<file path="config.mk">
export PLATFORM = sky130hd
export DESIGN_NAME = tga_uncompressed_decoder
export DESIGN_NICKNAME = d
export VERILOG_FILES = /design/src/hdl/tgad_pkg.sv /design/src/hdl/tgad_in_stage.sv /design/src/hdl/tgad_core.sv /design/src/hdl/tgad_out_stage.sv /design/src/hdl/tga_uncompressed_decoder.sv
export SDC_FILE = /design/constraint.sdc
export NUM_CORES = 1
export LEC_CHECK = 0
export BUFFER_PORTS_ARGS = -buffer_cell sky130_fd_sc_hd__buf_2
export CORE_AREA = 4 4 170 295
export CTS_CLUSTER_SIZE = 28
export DETAILED_ROUTE_END_ITERATION = 8
export DIE_AREA = 0 0 174 299
export SLEW_MARGIN = 20
export SYNTH_ARGS = -nofsm -noshare
export SYNTH_HDL_FRONTEND = slang
export SYNTH_SLANG_ARGS = --single-unit
</file>
<file path="constraint.sdc">
create_clock -name i_clk -period 15.2 [get_ports i_clk]
set_clock_uncertainty 0.05 [all_clocks]
set_input_delay 1.52 -clock i_clk [delete_from_list [all_inputs] [get_ports i_clk]]
set_output_delay 1.52 -clock i_clk [all_outputs]
set_load 0.03 [all_outputs]
</file>
<file path="src/hdl/tgad_pkg.sv">
// Shared types and codes for the TGA stream decoder.
package tgad_pkg;

    localparam int unsigned OUT_DATA_W = 72;

    // Result kinds carried on the output tuser.
    localparam logic [1:0] KIND_HEADER = 2'd0;
    localparam logic [1:0] KIND_PIXEL  = 2'd1;
    localparam logic [1:0] KIND_REJECT = 2'd2;

    // Rejection causes, in the order the checks are made.
    localparam logic [1:0] CAUSE_COLOR_MAP = 2'd0;
    localparam logic [1:0] CAUSE_IMG_TYPE  = 2'd1;
    localparam logic [1:0] CAUSE_DEPTH     = 2'd2;

    typedef struct packed {
        logic [7:0] file_byte;
        logic       file_start;
    } t_in_item;

    typedef struct packed {
        logic [1:0]  kind;
        logic [1:0]  reject_cause;
        logic [15:0] image_width;
        logic [15:0] image_height;
        logic [7:0]  red;
        logic [7:0]  green;
        logic [7:0]  blue;
        logic [7:0]  alpha;
        logic        last_pixel;
    } t_result;

endpackage

</file>
<file path="src/hdl/tgad_in_stage.sv">
// Input register stage of the TGA stream decoder.
module tgad_in_stage (
    input  logic              i_clk,
    input  logic              i_rst_n,
    input  logic              i_valid,
    output logic              o_ready,
    input  tgad_pkg::t_in_item i_item,
    input  logic              i_advance,
    output logic              o_valid,
    output tgad_pkg::t_in_item o_item
);

    logic               r_valid;
    tgad_pkg::t_in_item r_item;

    // The register can load when empty or when its content moves on.
    assign o_ready = !r_valid || i_advance;

    always_ff @(posedge i_clk) begin
        if (!i_rst_n) begin
            r_valid <= 1'b0;
        end else if (o_ready) begin
            r_valid <= i_valid;
        end
    end

    always_ff @(posedge i_clk) begin
        if (o_ready && i_valid) begin
            r_item <= i_item;
        end
    end

    assign o_valid = r_valid;
    assign o_item  = r_item;

endmodule

</file>
<file path="src/hdl/tgad_core.sv">
// Header parser, ID skipper and pixel assembler of the TGA stream decoder.
module tgad_core (
    input  logic               i_clk,
    input  logic               i_rst_n,
    input  logic               i_fire,
    input  tgad_pkg::t_in_item i_item,
    output logic               o_has_result,
    output tgad_pkg::t_result  o_result
);

    localparam logic [1:0] PH_HEADER = 2'd0;
    localparam logic [1:0] PH_SKIP   = 2'd1;
    localparam logic [1:0] PH_PIXELS = 2'd2;
    localparam logic [1:0] PH_IDLE   = 2'd3;

    // Byte offsets of the header fields.
    localparam logic [4:0] HDR_ID_LEN   = 5'd0;
    localparam logic [4:0] HDR_MAP_TYPE = 5'd1;
    localparam logic [4:0] HDR_IMG_TYPE = 5'd2;
    localparam logic [4:0] HDR_WIDTH_LO = 5'd12;
    localparam logic [4:0] HDR_WIDTH_HI = 5'd13;
    localparam logic [4:0] HDR_HEIGHT_LO = 5'd14;
    localparam logic [4:0] HDR_HEIGHT_HI = 5'd15;
    localparam logic [4:0] HDR_DEPTH    = 5'd16;
    localparam logic [4:0] HDR_LAST     = 5'd17;

    localparam logic [7:0] TYPE_TRUECOLOR = 8'd2;
    localparam logic [7:0] TYPE_GRAY      = 8'd3;
    localparam logic [7:0] DEPTH_8        = 8'd8;
    localparam logic [7:0] DEPTH_24       = 8'd24;
    localparam logic [7:0] DEPTH_32       = 8'd32;

    logic [1:0]  r_phase,       n_phase;
    logic [4:0]  r_hdr_idx,     n_hdr_idx;
    logic [7:0]  r_id_left,     n_id_left;
    logic [7:0]  r_map_type,    n_map_type;
    logic [7:0]  r_img_type,    n_img_type;
    logic [15:0] r_width,       n_width;
    logic [15:0] r_height,      n_height;
    logic [7:0]  r_depth,       n_depth;
    logic [31:0] r_pix_left,    n_pix_left;
    logic [1:0]  r_byte_in_pix, n_byte_in_pix;
    logic [23:0] r_partial,     n_partial;

    logic [1:0]  b_phase;
    logic [4:0]  b_hdr_idx;
    logic [7:0]  b_id_left;
    logic [7:0]  b_map_type;
    logic [7:0]  b_img_type;
    logic [15:0] b_width;
    logic [15:0] b_height;
    logic [7:0]  b_depth;
    logic [31:0] b_pix_left;
    logic [1:0]  b_byte_in_pix;
    logic [23:0] b_partial;

    logic        bad_map;
    logic        bad_type;
    logic        bad_depth;
    logic [1:0]  need;
    logic [7:0]  byte_in;

    assign byte_in = i_item.file_byte;

    // A start flag restarts the parser before this byte is looked at.
    always_comb begin
        if (i_item.file_start) begin
            b_phase       = PH_HEADER;
            b_hdr_idx     = '0;
            b_id_left     = '0;
            b_map_type    = '0;
            b_img_type    = '0;
            b_width       = '0;
            b_height      = '0;
            b_depth       = '0;
            b_pix_left    = '0;
            b_byte_in_pix = '0;
            b_partial     = '0;
        end else begin
            b_phase       = r_phase;
            b_hdr_idx     = r_hdr_idx;
            b_id_left     = r_id_left;
            b_map_type    = r_map_type;
            b_img_type    = r_img_type;
            b_width       = r_width;
            b_height      = r_height;
            b_depth       = r_depth;
            b_pix_left    = r_pix_left;
            b_byte_in_pix = r_byte_in_pix;
            b_partial     = r_partial;
        end
    end

    assign bad_map   = (b_map_type != 8'd0);
    assign bad_type  = (b_img_type != TYPE_TRUECOLOR) && (b_img_type != TYPE_GRAY);
    assign bad_depth = (b_depth != DEPTH_8) && (b_depth != DEPTH_24) &&
                       (b_depth != DEPTH_32);
    assign need      = (b_depth == DEPTH_32) ? 2'd3 : 2'd2;

    always_comb begin
        n_phase       = b_phase;
        n_hdr_idx     = b_hdr_idx;
        n_id_left     = b_id_left;
        n_map_type    = b_map_type;
        n_img_type    = b_img_type;
        n_width       = b_width;
        n_height      = b_height;
        n_depth       = b_depth;
        n_pix_left    = b_pix_left;
        n_byte_in_pix = b_byte_in_pix;
        n_partial     = b_partial;
        o_has_result  = 1'b0;
        o_result      = '0;

        unique case (b_phase)
            PH_HEADER: begin
                unique case (b_hdr_idx)
                    HDR_ID_LEN:    n_id_left        = byte_in;
                    HDR_MAP_TYPE:  n_map_type       = byte_in;
                    HDR_IMG_TYPE:  n_img_type       = byte_in;
                    HDR_WIDTH_LO:  n_width[7:0]     = byte_in;
                    HDR_WIDTH_HI:  n_width[15:8]    = byte_in;
                    HDR_HEIGHT_LO: n_height[7:0]    = byte_in;
                    HDR_HEIGHT_HI: n_height[15:8]   = byte_in;
                    HDR_DEPTH:     n_depth          = byte_in;
                    default: ;
                endcase
                if (b_hdr_idx == HDR_LAST) begin
                    // Last header byte: validate and announce the image.
                    n_hdr_idx    = '0;
                    o_has_result = 1'b1;
                    if (bad_map || bad_type || bad_depth) begin
                        o_result.kind = tgad_pkg::KIND_REJECT;
                        priority if (bad_map) begin
                            o_result.reject_cause = tgad_pkg::CAUSE_COLOR_MAP;
                        end else if (bad_type) begin
                            o_result.reject_cause = tgad_pkg::CAUSE_IMG_TYPE;
                        end else begin
                            o_result.reject_cause = tgad_pkg::CAUSE_DEPTH;
                        end
                        n_phase = PH_IDLE;
                    end else begin
                        o_result.kind         = tgad_pkg::KIND_HEADER;
                        o_result.image_width  = b_width;
                        o_result.image_height = b_height;
                        n_pix_left    = 32'(b_width) * 32'(b_height);
                        n_byte_in_pix = '0;
                        n_partial     = '0;
                        if (b_id_left != 8'd0) begin
                            n_phase = PH_SKIP;
                        end else if (b_width != 16'd0 && b_height != 16'd0) begin
                            n_phase = PH_PIXELS;
                        end else begin
                            n_phase = PH_IDLE;
                        end
                    end
                end else begin
                    n_hdr_idx = b_hdr_idx + 5'd1;
                end
            end
            PH_SKIP: begin
                n_id_left = b_id_left - 8'd1;
                if (b_id_left == 8'd1) begin
                    n_phase = (b_pix_left != 32'd0) ? PH_PIXELS : PH_IDLE;
                end
            end
            PH_PIXELS: begin
                if (b_depth != DEPTH_8 && b_byte_in_pix < need) begin
                    // Collect the leading bytes of a multi-byte pixel.
                    unique case (b_byte_in_pix)
                        2'd0:    n_partial[7:0]   = byte_in;
                        2'd1:    n_partial[15:8]  = byte_in;
                        default: n_partial[23:16] = byte_in;
                    endcase
                    n_byte_in_pix = b_byte_in_pix + 2'd1;
                end else begin
                    o_has_result  = 1'b1;
                    o_result.kind = tgad_pkg::KIND_PIXEL;
                    if (b_depth == DEPTH_8) begin
                        o_result.red   = byte_in;
                        o_result.green = byte_in;
                        o_result.blue  = byte_in;
                        o_result.alpha = 8'hFF;
                    end else if (b_depth == DEPTH_32) begin
                        o_result.blue  = b_partial[7:0];
                        o_result.green = b_partial[15:8];
                        o_result.red   = b_partial[23:16];
                        o_result.alpha = byte_in;
                    end else begin
                        o_result.blue  = b_partial[7:0];
                        o_result.green = b_partial[15:8];
                        o_result.red   = byte_in;
                        o_result.alpha = 8'hFF;
                    end
                    n_byte_in_pix       = '0;
                    n_partial           = '0;
                    n_pix_left          = b_pix_left - 32'd1;
                    o_result.last_pixel = (b_pix_left == 32'd1);
                    if (b_pix_left == 32'd1) begin
                        n_phase = PH_IDLE;
                    end
                end
            end
            default: ;
        endcase
    end

    always_ff @(posedge i_clk) begin
        if (!i_rst_n) begin
            r_phase       <= PH_HEADER;
            r_hdr_idx     <= '0;
            r_id_left     <= '0;
            r_map_type    <= '0;
            r_img_type    <= '0;
            r_width       <= '0;
            r_height      <= '0;
            r_depth       <= '0;
            r_pix_left    <= '0;
            r_byte_in_pix <= '0;
            r_partial     <= '0;
        end else if (i_fire) begin
            r_phase       <= n_phase;
            r_hdr_idx     <= n_hdr_idx;
            r_id_left     <= n_id_left;
            r_map_type    <= n_map_type;
            r_img_type    <= n_img_type;
            r_width       <= n_width;
            r_height      <= n_height;
            r_depth       <= n_depth;
            r_pix_left    <= n_pix_left;
            r_byte_in_pix <= n_byte_in_pix;
            r_partial     <= n_partial;
        end
    end

endmodule

</file>
<file path="src/hdl/tgad_out_stage.sv">
// Result register stage of the TGA stream decoder.
module tgad_out_stage (
    input  logic              i_clk,
    input  logic              i_rst_n,
    input  logic              i_in_valid,
    input  logic              i_has_result,
    input  tgad_pkg::t_result i_result,
    output logic              o_advance,
    output logic              o_valid,
    input  logic              i_ready,
    output tgad_pkg::t_result o_result
);

    logic              r_valid;
    tgad_pkg::t_result r_result;

    assign o_advance = !r_valid || i_ready;

    always_ff @(posedge i_clk) begin
        if (!i_rst_n) begin
            r_valid <= 1'b0;
        end else if (o_advance) begin
            r_valid <= i_in_valid && i_has_result;
        end
    end

    always_ff @(posedge i_clk) begin
        if (o_advance) begin
            r_result <= i_result;
        end
    end

    assign o_valid  = r_valid;
    assign o_result = r_result;

endmodule

</file>
<file path="src/hdl/tga_uncompressed_decoder.sv">
// Top level of the streaming decoder for uncompressed TGA image files.
//
// The slave channel takes the file one byte per request on tdata, with tuser
// high on the first byte of a new file; that byte restarts the parser and
// drops any file in progress. The 18-byte header is parsed, the image-ID bytes
// are skipped, and one header request (width, height) or one reject request
// (with its cause) is sent on the master channel when header byte 17 arrives.
// An accepted file then gives one RGBA pixel request per completed source
// pixel, with tlast on the final pixel. Bytes after the last pixel or after a
// rejection are dropped until the next start byte.
// Throughput is one byte per clock while the receiver does not stall. A byte
// waits in the input register; its request, if any, then goes to the result
// register, which drives tvalid. The single 16x16 multiply for the pixel
// count sits between the width/height registers and the pixel counter. When
// the receiver stalls, the result register holds, no byte moves on, and the
// input register takes one more byte only if it is empty, then tready drops.
// Synchronous reset clears both stages and returns the parser to header
// byte 0, so a stream without a start flag is parsed from its first byte.
module tga_uncompressed_decoder (
    input  logic        i_clk,
    input  logic        i_rst_n,
    input  logic        i_s_axis_tvalid,
    output logic        o_s_axis_tready,
    input  logic [7:0]  i_s_axis_tdata,   // [7:0] file_byte
    input  logic        i_s_axis_tuser,   // [0] file_start
    output logic        o_m_axis_tvalid,
    input  logic        i_m_axis_tready,
    // [1:0] reject_cause, [17:2] image_width, [33:18] image_height,
    // [41:34] red, [49:42] green, [57:50] blue, [65:58] alpha, [71:66] zero
    output logic [tgad_pkg::OUT_DATA_W-1:0] o_m_axis_tdata,
    output logic [1:0]  o_m_axis_tuser,   // [1:0] kind
    output logic        o_m_axis_tlast    // last_pixel
);

    tgad_pkg::t_in_item in_item;
    tgad_pkg::t_in_item stage_item;
    tgad_pkg::t_result  core_result;
    tgad_pkg::t_result  out_result;
    logic               stage_valid;
    logic               advance;
    logic               core_has_result;

    assign in_item.file_byte  = i_s_axis_tdata;
    assign in_item.file_start = i_s_axis_tuser;

    tgad_in_stage u_in_stage (
        .i_clk     (i_clk),
        .i_rst_n   (i_rst_n),
        .i_valid   (i_s_axis_tvalid),
        .o_ready   (o_s_axis_tready),
        .i_item    (in_item),
        .i_advance (advance),
        .o_valid   (stage_valid),
        .o_item    (stage_item)
    );

    // The parser state moves only when the byte in the input register moves on.
    tgad_core u_core (
        .i_clk        (i_clk),
        .i_rst_n      (i_rst_n),
        .i_fire       (stage_valid && advance),
        .i_item       (stage_item),
        .o_has_result (core_has_result),
        .o_result     (core_result)
    );

    tgad_out_stage u_out_stage (
        .i_clk        (i_clk),
        .i_rst_n      (i_rst_n),
        .i_in_valid   (stage_valid),
        .i_has_result (core_has_result),
        .i_result     (core_result),
        .o_advance    (advance),
        .o_valid      (o_m_axis_tvalid),
        .i_ready      (i_m_axis_tready),
        .o_result     (out_result)
    );

    assign o_m_axis_tdata = {6'd0, out_result.alpha, out_result.blue, out_result.green,
                             out_result.red, out_result.image_height,
                             out_result.image_width, out_result.reject_cause};
    assign o_m_axis_tuser = out_result.kind;
    assign o_m_axis_tlast = out_result.last_pixel;

`ifndef SYNTHESIS
    // Only pixel requests may mark the end of an image.
    a_last_only_on_pixel: assert property (@(posedge i_clk) disable iff (!i_rst_n)
        o_m_axis_tvalid && o_m_axis_tlast |-> o_m_axis_tuser == tgad_pkg::KIND_PIXEL)
        else $error("tlast set on a non-pixel request");

    // A reject request carries only its cause.
    a_reject_clean: assert property (@(posedge i_clk) disable iff (!i_rst_n)
        o_m_axis_tvalid && o_m_axis_tuser == tgad_pkg::KIND_REJECT
        |-> o_m_axis_tdata[tgad_pkg::OUT_DATA_W-1:2] == '0)
        else $error("reject request carries header or pixel data");

    // Reset empties the result register.
    a_reset_clears_out: assert property (@(posedge i_clk)
        !i_rst_n |=> !o_m_axis_tvalid)
        else $error("result valid right after reset");
`endif

endmodule

</file>
==> results of run 1 <==
[metrics by stage]
step / setup slack, ps / total power [W] / instances / hold WS [ps] / instance area (um^2)
floorplan: 8388 / 0.0006470 / 2125 / 390.9 / 18860
global placement: 8338 / 0.0006680 / 2710 / 405.2 / 19810
detailed placement: 8208 / 0.0006692 / 2710 / 406.6 / 19810
CTS: 8181 / 0.001169 / 2746 / 428.2 / 20450
global route: 7968 / 0.001195 / 2746 / 458.1 / 20460
finish: 8224 / 0.001158 / 2746 / 425.8 / 20460
[synth_stat cells (all sizes together) (5+ instances only)]
master / n / area, um^2
edfxtp: 78 / 2342
nand2b: 6 / 37.54
nor3: 35 / 196.4
nor4b: 6 / 52.55
dfxtp: 130 / 2603
a221oi: 5 / 61.31
or3: 11 / 78.82
nor2b: 111 / 694.4
a31oi: 13 / 81.33
nand4: 10 / 62.56
o2111ai: 5 / 50.04
ha: 115 / 1439
buf: 26 / 130.1
nor4: 24 / 165.2
and3: 45 / 281.5
a21boi: 7 / 52.55
a22o: 10 / 87.58
fa: 194 / 3884
or4: 5 / 41.29
nor2: 116 / 450.4
a21o: 24 / 180.2
and2: 127 / 794.5
o22ai: 8 / 56.30
mux2i: 8 / 80.08
a32oi: 5 / 43.79
nand2: 243 / 912.1
a21oi: 83 / 415.4
nand3: 30 / 150.1
a211oi: 7 / 62.56
xnor2: 18 / 157.7
o21a: 9 / 67.56
o211ai: 18 / 135.1
a22oi: 79 / 593.1
inv: 247 / 927.1
clkbuf: 107 / 401.6
nor3b: 11 / 82.58
o21ai: 79 / 399.1
xor2: 13 / 113.9
[cell families after synthesis]
logic type	share of synthesized area
AOI/OAI and AO/OA	0.1398
xor gates and xnor gates	0.01441
adders and majority gates	0.2824
buffers and inverters	0.07741
DFF	0.2624
muxes	0.005444
other	0.0001990
and+or+nand+nor	0.2179
[final cells by class]
cell class	count	area (um^2)	share of cell area
Multi-Input combinational cell	1537	12480	0.6098
Sequential cell	208	4945	0.2417
Inverter	247	927.1	0.04532
Tap cell	594	743.2	0.03633
Timing Repair Buffer	124	723.2	0.03535
Clock buffer	27	568.0	0.02777
Clock inverter	9	76.32	0.003731
[layout by cell type, fill, tap and decap left out, types with 21 or more instances in the layout]
cell	netlist	final
clkbuf_16	0	21
buf_2	8	83
dfxtp_1	130	130
fa_1	194	194
a21o_1	24	24
inv_1	247	246
nor2b_1	111	111
a21oi_1	83	83
edfxtp_1	78	78
nor2_1	114	113
nand2_1	243	243
nor3_1	32	32
and2_1	126	127
o21ai_0	60	60
nand3_1	30	30
and3_1	45	45
buf_4	6	41
nor4_1	23	22
ha_1	115	115
a22oi_1	79	79
[how the worst max path moves through the flow]
stage | endpoint | slack [ps] | cells past startpoint
2_1_floorplan | u_core.r_pix_left[30] | 8390 | 24
3_3_place_gp | u_core.r_pix_left[30] | 8340 | 23
3_5_place_dp | u_core.r_pix_left[30] | 8210 | 23
4_1_cts | u_core.r_pix_left[30] | 8180 | 23
5_1_grt | u_core.r_pix_left[30] | 7970 | 23
6_report | u_core.r_pix_left[30] | 8220 | 23
[worst register-to-register path, stage by stage, from the launching register on]
cell      delay [ps]
edfxtp_1         320
buf_4            360
nor2b_1          100
buf_4            240
and2_1           220
fa_1             560
inv_1             60
fa_1             470
fa_1             510
inv_1             50
fa_1             520
fa_1             510
inv_1             50
fa_1             490
inv_1             50
ha_1             380
o21ai_0          200
o21bai_1         160
a21o_1           240
a221oi_4         390
o21bai_2         150
a311o_1          400
a32oi_1          170
a21bo_1          220
[layer usage]
| layer | up-vias | global-route usage | wire length [um] |
|---|---|---|---|
| met5 | - | 0 | 0 |
| met4 | 0 | 0.1508 | 4374 |
| met3 | 225 | 0.01987 | 2949 |
| met2 | 601 | 0.4211 | 31900 |
| met1 | 7777 | 0.2342 | 20050 |
| li1 | 7123 | - | - |
[power groups by stage]
stage	Sequential (W)	Combinational (W)	Clock (W)
6_report	0.000591	0.0000669	0.000499
2_1_floorplan	0.000595	0.0000516	0
4_1_cts	0.000591	0.0000660	0.000512
3_5_place_dp	0.000603	0.0000657	0
5_1_grt	0.000591	0.0000730	0.000530
3_3_place_gp	0.000603	0.0000645	0
[flip-flops by register name, summed over array words and instances (netlist names), 7 cells and up]
register and count:
u_core.r_depth 8, u_core.r_height 16, u_core.r_id_left 8, u_core.r_img_type 7, u_core.r_map_type 8, u_core.r_partial 24, u_core.r_pix_left 32, u_core.r_width 16
u_in_stage.o_item 9, u_out_stage.o_result 69
==> flow_metrics.tcl, run 1 <==
set metrics [dict create \
    critPathBufInv 6 \
    yosysSeqAreaShare 0.2624 \
    via_per_inst 5.727 \
    dp_hpwl_mm 43.68 \
    p_clk_frac 0.431 \
    cpMostUsedCell "fa_1" \
    numCtsBuffers 20 \
    path_delay_family "adder cells" \
    leakage_nw 9.279 \
    hp-class "reg2reg" \
    synth-edff-count 78 \
    cap_violations 0 \
    swShare 0.2506 \
    setup_viol 0 \
    final_util 0.4285 \
    reg2regPathDepth 23 \
    max_stage_delay_ps 560 \
    ys_warn_count 0 \
    cts_sinks 208 \
    synth_cells 2120 \
    boundaryPins 90 \
    ys_ff_latch 208 \
    cts_resized 0 \
    seqPwrFrac 0.511 \
    root_buffer "clkbuf_16" \
    nFillCells 4703 \
    clkLatencyLatePin_ps 520 \
    rows 106 \
    grt_max_degree 70 \
    cts_setup_buffers 0 \
    layout_min_cycle_time_ps 6976 \
    worstPathRequired_ps 15560 \
    die_h_um 299 \
    worstPathArrival_ps 7340 \
    avgSynthCellArea_um2 8.889 \
    ctsHoldBuffers 0 \
    slew_headroom 0.2800 \
    start_util 0.3947 \
    setup.worst_path.start "u_in_stage.o_item[0]" \
    reg2reg_to "u_core.r_pix_left[30]" \
    grt_antenna_before_repair 0 \
    die_w_um 174 \
    tritoncts "done" \
    r2r_slack_ps 8220 \
    nets 2460 \
    period_share 0.4590 \
    first_pass_iters 5 \
    finalHoldViolations 0 \
    area_growth_pct 8.558 \
    gp_congestion 0.9116 \
    crit_chain "buf_4, nor2b_1, buf_4, and2_1, fa_1, inv_1, fa_1, fa_1, inv_1, fa_1, fa_1, inv_1, fa_1, inv_1, ha_1, o21ai_0, o21bai_1, a21o_1, a221oi_4, o21bai_2, a311o_1, a32oi_1, a21bo_1" \
    wl_mm 59.27 \
    routed-via-count 15726 \
    die_area_um2 52030 \
    critPathKind "reg2reg" \
    drive_gt1_frac 0.08504 \
    grt_pass1_wl_mm 92.20 \
    routedWlPerCell_um 21.59 \
    p_per_area_nw_per_um2 56.58 \
    clockBufferDepth 3 \
    status "completed" \
    min_to "u_core.r_partial[18]" \
    h-tree-depth 1 \
    synthDistinctLibCells 89 \
    power_frac_comb 0.058 \
    switching_power_w 0.0002900 \
    core_area_um2 47750 \
    critPathMaxFanout 37 \
    path_clk_slew_ps 70 \
    crit_path_end_kind "flop" \
    setup_tns_ps 0 \
    drt-initial-drc-count 1057 \
    maxSlewViolCount 0 \
    insertedDiodeCount 0 \
    worstHoldStart "u_core.r_partial[18]" \
    peakVddDrop_mv 0.08993 \
    postSynth.asyncResetShare 0 \
    rsz0062_at_grt "no" \
    hold_depth 1 \
    drc 0 \
    io_buffers 83 \
    ant_nets 0 \
    grtUsageTotal 0.2241 \
    synth_area_um2 18850 \
    grt_pass1_vias 16578 \
    start_kind "flop" \
    worst_pin_slew_ps 1079 \
    rr_startpoint "u_in_stage.o_item[0]" \
    critical-path-slowest-cell "fa_1" \
    synthFlopType "dfxtp_1" \
    timing.fmax_ghz 0.1433 \
    p_int_w 0.0008675 \
    grt_overflow 0 \
]
Note: power is estimated with default switching activity, not from simulation.
==> inputs of run 2 (changes only) <==
--- a/config.mk
+++ b/config.mk
@@ -5,11 +5,12 @@
 export SDC_FILE = /design/constraint.sdc
 export NUM_CORES = 1
 export LEC_CHECK = 0
+export ABC_AREA = 1
 export BUFFER_PORTS_ARGS = -buffer_cell sky130_fd_sc_hd__buf_2
-export CORE_AREA = 4 4 170 295
+export CORE_AREA = 4 4 178 310
 export CTS_CLUSTER_SIZE = 28
 export DETAILED_ROUTE_END_ITERATION = 8
-export DIE_AREA = 0 0 174 299
+export DIE_AREA = 0 0 182 314
 export SLEW_MARGIN = 20
 export SYNTH_ARGS = -nofsm -noshare
 export SYNTH_HDL_FRONTEND = slang
==> constraint.sdc (replaced) <==
create_clock -name i_clk -period 6.11 [get_ports i_clk]
set_clock_uncertainty 0.05 [all_clocks]
set_input_delay 0.611 -clock i_clk [delete_from_list [all_inputs] [get_ports i_clk]]
set_output_delay 0.611 -clock i_clk [all_outputs]
set_load 0.03 [all_outputs]
==> run 2 against run 1 <==
Register-to-register slack worse by 8200 ps. Combinational power grew to 8.3 times the previous value. Sequential share of layout area is 3.9 points lower. Flip-flop and latch count stayed put. Cell count is 38% higher. Die area is 9.8% higher. Largest power group unchanged. Clock-buffer cell count is 1 higher. Fmax is 15% higher. First-iteration DRC count is 61% higher. Synthesized cell count is 37% higher. Power grew to 3.0 times the previous value. Non-clock buffer count is 159 higher.
==> flow_metrics.tcl, run 2 <==
set metrics [dict create \
    synthFlopType "dfxtp_1" \
    r2r_slack_ps 50 \
    setup_tns_ps 0 \
    worst_pin_slew_ps 995.4 \
    synth-edff-count 78 \
    hold_depth 1 \
    yosysSeqAreaShare 0.2361 \
    finalHoldViolations 0 \
    path_clk_slew_ps 70 \
    boundaryPins 90 \
    layout_min_cycle_time_ps 6060 \
    path_delay_family "adder cells" \
    synth_simple_gate_area_frac 0.2504 \
    place_inst 3726 \
    nets 3404 \
    max_stage_delay_ps 570 \
    die_area_um2 57150 \
    root_buffer "clkbuf_16" \
    critical-path-slowest-cell "fa_1" \
    ys_ff_latch 208 \
    cts_sinks 208 \
    p_per_area_nw_per_um2 142.1 \
    drt-initial-drc-count 1706 \
    h-tree-depth 1 \
    ys_warn_count 0 \
    reg2reg_to "u_core.r_pix_left[31]" \
    wl_mm 77.87 \
    final_common_cell "nand2_1" \
    clkLatencyLatePin_ps 550 \
    layout_common_cells "nand2_1 (608), inv_1 (479), nor2_1 (342)" \
    status "completed" \
    postSynth.asyncResetShare 0 \
    worstHoldStart "i_s_axis_tdata[3]" \
    grt_max_degree 79 \
    crit_path_end_kind "flop" \
    grt_pass1_wl_mm 119.3 \
    grt_overflow 0 \
    synth_compound_area_frac 0.1274 \
    dp_hpwl_mm 62.17 \
    setup_viol 0 \
    via_per_inst 5.361 \
    grt_pass1_vias 20788 \
    synthTopCellsByCount "nand2_1 (622), inv_1 (493), nor2_1 (362), fa_1 (194), o21ai_0 (185)" \
    die_h_um 314 \
    clockBufferDepth 3 \
    leakage_nw 11.98 \
    tritoncts "done" \
    core_area_um2 52360 \
    drc 0 \
    synth_cells 2906 \
    synth_fa_ha_area_frac 0.2541 \
    seqCellArea_um2 4945 \
    synthMuxAreaShare 0 \
    die_w_um 182 \
    rsz0062_at_grt "yes" \
    numCtsBuffers 22 \
    insertedDiodeCount 0 \
    period_share 0.9918 \
    avgSynthCellArea_um2 7.208 \
    largest_reg_flops 69 \
    rows 111 \
    rr_startpoint "u_in_stage.o_item[0]" \
    instances_no_fill 3776 \
    gp_congestion 1.057 \
    synth_xor_area_frac 0.008781 \
    start_util 0.4000 \
    setup.worst_path.start "u_in_stage.o_item[0]" \
    worstPathRequired_ps 6540 \
    synth_top_area_frac 0.1854 \
    grtUsageTotal 0.2683 \
    critPathMaxFanout 5 \
    drive_gt1_frac 0.1572 \
    peakVddDrop_mv 0.2246 \
    cap_violations 0 \
    synth_area_um2 20950 \
    routedWlPerCell_um 20.62 \
    reg2regPathDepth 29 \
    timing.fmax_ghz 0.1650 \
    area_growth_pct 16.19 \
    min_to "u_in_stage.o_item[4]" \
    grt_antenna_before_repair 0 \
    hp-class "in2reg" \
    synthDistinctLibCells 54 \
    multi_input_area_um2 13840 \
    routed-via-count 20242 \
    start_kind "flop" \
    holdWs_ps 191.3 \
    ys_top_cells_by_area "fa_1 (19%), dfxtp_1 (12%), edfxtp_1 (11%)" \
    synth_top_family_by_area "adder cells" \
    first_pass_iters 6 \
    slew_headroom 0.3364 \
    critPathKind "reg2reg" \
    nFillCells 5290 \
    maxSlewViolCount 0 \
    ant_nets 0 \
    io_buffers 83 \
    worstPathArrival_ps 6490 \
    critPathBufInv 9 \
    yosysMostFrequentCell "nand2_1" \
    power_w 0.003459 \
    yosysTopAreaCell "fa_1" \
]
[run 2: cell count changes after synthesis, moves of 111 or more]
cell / change
nor2b_1: -111
nor2_1: +248
nand2_1: +379
inv_1: +246
and2_1: -120
o21ai_0: +125
[run 2: report_power, final]
group,switching [W],internal [W],total (W)
clock network,0.000620,0.000757,0.00138
registers,0.0000494,0.00148,0.00153
logic,0.000384,0.000172,0.000556
total,0.00105,0.00241,0.00346
[run 2: cells by family after synthesis]
| logic type | after synthesis |
|---|---|
| flip-flops | 208 |
| other | 1 |
| AND/OR/NAND/NOR | 1235 |
| XOR/XNOR | 21 |
| adder cells (fa/ha/maj) | 309 |
| AO/OA/AOI/OAI | 482 |
| buffers and inverters | 650 |
[run 2: through the flow]
stage            util  setup WS (ps)  area, um^2
4_1_cts        0.4588         -7.083       24020
2_1_floorplan       -         0.1799       20970
5_1_grt        0.4648         -208.5       24340
6_report       0.4648          50.15       24340
3_3_place_gp   0.4412         -191.9       23100
3_5_place_dp   0.4412         -221.9       23100
[run 2: worst max-delay path by stage]
stage                             to  slack, ps  depth (start not counted)
2_1_floorplan  u_core.r_pix_left[17]        0.2                         33
5_1_grt        u_core.r_pix_left[22]       -210                         28
6_report       u_core.r_pix_left[31]         50                         29
3_3_place_gp   u_core.r_pix_left[13]       -190                         25
3_5_place_dp   u_core.r_pix_left[13]       -220                         25
4_1_cts        u_core.r_pix_left[26]         -7                         28
[run 2: routing by layer]
layer	up-vias	track usage	routed length [um]
met1	9651	0.2755	26030
met3	301	0.03098	3923
met4	0	0.2019	7196
met5	-	0	0
li1	9490	-	-
met2	800	0.4926	40720
[run 2: cell type report]
cell class	count	area share
Sequential cell	208	0.2032
Timing Repair Buffer	283	0.08329
Clock buffer	28	0.02483
Tap cell	678	0.03486
Multi-Input combinational cell	2053	0.5687
Inverter	514	0.08030
Clock inverter	12	0.004884
[run 2: timing repair]
action                                  CTS  global route
gates resized for setup                  36            74
endpoints found under the setup margin   20            23
hold buffers                              0             0
pin swaps                                 7            10
buffers inserted                          5             5
==> inputs of run 3 (changes only) <==
--- a/config.mk
+++ b/config.mk
@@ -11,6 +11,7 @@
 export CTS_CLUSTER_SIZE = 28
 export DETAILED_ROUTE_END_ITERATION = 8
 export DIE_AREA = 0 0 182 314
+export RECOVER_POWER = 25
 export SLEW_MARGIN = 20
 export SYNTH_ARGS = -nofsm -noshare
 export SYNTH_HDL_FRONTEND = slang
==> run 3 against run 2 <==
Sequential share of layout area about the same. Core utilization about the same. Largest cell class unchanged. Power about the same. Critical endpoint unchanged. The flow now finishes with violations (capacitance limit, slew limit).
==> flow_metrics.tcl, run 3 (same netlist as run 2, synthesis figures left out) <==
set metrics [dict create \
    status "finished, violations left" \
    violations "capacitance limit, slew limit" \
    final_common_cell "nand2_1" \
    hp-class "in2reg" \
    root_buffer "clkbuf_16" \
    nFillCells 5293 \
    finalHoldViolations 0 \
    path_clk_slew_ps 70 \
    setup_viol 0 \
    period_share 0.9927 \
    grt_pass1_wl_mm 119.3 \
    worst_pin_slew_ps 3798 \
    setup.worst_path.start "u_in_stage.o_item[0]" \
    first_pass_iters 6 \
    leakage_nw 11.97 \
    timing.fmax_ghz 0.1649 \
    wl_mm 77.89 \
    drc 0 \
    slew_headroom -1.532 \
    critPathMaxFanout 5 \
    rsz0062_at_grt "yes" \
    tritoncts "done" \
    die_w_um 182 \
    core_area_um2 52360 \
    h-tree-depth 1 \
    peakVddDrop_mv 0.2242 \
    holdWs_ps 192.5 \
    worstPathArrival_ps 6490 \
    via_per_inst 5.361 \
    nets 3404 \
    layout_common_cells "nand2_1 (608), inv_1 (479), nor2_1 (342)" \
    routed-via-count 20249 \
    grtUsageTotal 0.2683 \
    max_stage_delay_ps 570 \
    grt_overflow 0 \
    start_kind "flop" \
    clockBufferDepth 3 \
    cts_sinks 208 \
    ctsHoldBuffers 0 \
    critPathKind "reg2reg" \
    rows 111 \
    grt_antenna_before_repair 0 \
    critical-path-slowest-cell "fa_1" \
    maxSlewViolCount 71 \
    dp_hpwl_mm 62.17 \
    worstHoldStart "i_s_axis_tdata[3]" \
    ant_nets 0 \
    start_util 0.4000 \
    numCtsBuffers 22 \
    place_area_um2 23100 \
    boundaryPins 90 \
    grt_pass1_vias 20788 \
    gp_congestion 1.057 \
    grt_max_degree 79 \
    largest_reg_flops 69 \
    design_area_um2 24330 \
    die_area_um2 57150 \
    drive_gt1_frac 0.1559 \
    area_growth_pct 16.18 \
    routedWlPerCell_um 20.62 \
    drt-initial-drc-count 1701 \
    cap_violations 1 \
    worstPathRequired_ps 6540 \
    clkLatencyLatePin_ps 550 \
    layout_min_cycle_time_ps 6066 \
    io_buffers 83 \
    die_h_um 314 \
    rr_startpoint "u_in_stage.o_item[0]" \
    crit_path_end_kind "flop" \
    p_per_area_nw_per_um2 142.2 \
]
-- run 3: cell types whose count changed in the layout (fill, tap and decap cells not counted) --
cell      previous run  this run
inv_2               23        22
buf_2               83        81
clkbuf_1             4         7
diode_2              0         1
clkinv_1             6         7
buf_4              187       186
-- run 3: layout make-up --
cell class | count | area [um^2] | share of cell area
multi-input cells | 2053 | 13840 | 0.5687
clock buffers | 28 | 604.3 | 0.02484
flip-flops and latches | 208 | 4945 | 0.2032
well taps | 678 | 848.3 | 0.03486
diodes | 1 | 2.502 | 0.0001028
inverters | 514 | 1954 | 0.08032
repair buffers | 283 | 2021 | 0.08304
clock inverters | 12 | 118.9 | 0.004885
-- run 3: layer usage --
metal  vias to the layer above  global-route usage  part of all wire
met4                         0              0.2019             0.091
met2                       789              0.4926              0.52
li1                       9490                   -                 -
met3                       293             0.03098             0.050
met1                      9677              0.2755              0.33
met5                         -                   0                 0
-- run 3: path summary, 6_finish.rpt --
path / end / slack [ps] / cells after the start
setup / recovery: u_core.r_pix_left[31] / 40 / 29
hold / removal: u_in_stage.o_item[4] / 190 / 1
setup reg to reg: u_core.r_pix_left[31] / 40 / 29
hold reg to reg: u_core.r_img_type[4] / 420 / 2
-- run 3: through the flow --
stage,util,TNS [ps],setup WS [ps],total power [W],cells
6_report,0.4647,0,44.42,0.003459,3777
5_1_grt,0.4647,-2600,-208.9,0.003601,3776
4_1_cts,0.4588,-7.083,-7.083,0.003476,3771
3_5_place_dp,0.4412,-2453,-221.9,0.002090,3726
3_3_place_gp,0.4412,-1431,-191.9,0.002081,3726
2_1_floorplan,-,0,0.1799,0.001908,2911
-- run 3: where the power goes --
part / internal [W] / total, W / switching (W)
logic: 0.000172 / 0.000556 / 0.000384
registers: 0.00148 / 0.00153 / 0.0000494
clock network: 0.000757 / 0.00138 / 0.000620
-- run 3: critical path, delay by kind of cell, from the launching register on --
kind / cells / cell delay, ps
AND/OR/NAND/NOR: 11 / 920
buffers and inverters: 9 / 1060
flip-flops: 1 / 460
adder cells (fa/ha/maj): 7 / 3140
AO/OA/AOI/OAI: 2 / 350
-- run 3: repair_timing --
action | 4_1_cts | 5_1_grt
setup buffers | 5 | 5
setup endpoints to repair | 20 | 23
gates resized for setup | 36 | 74
pin swaps | 7 | 10
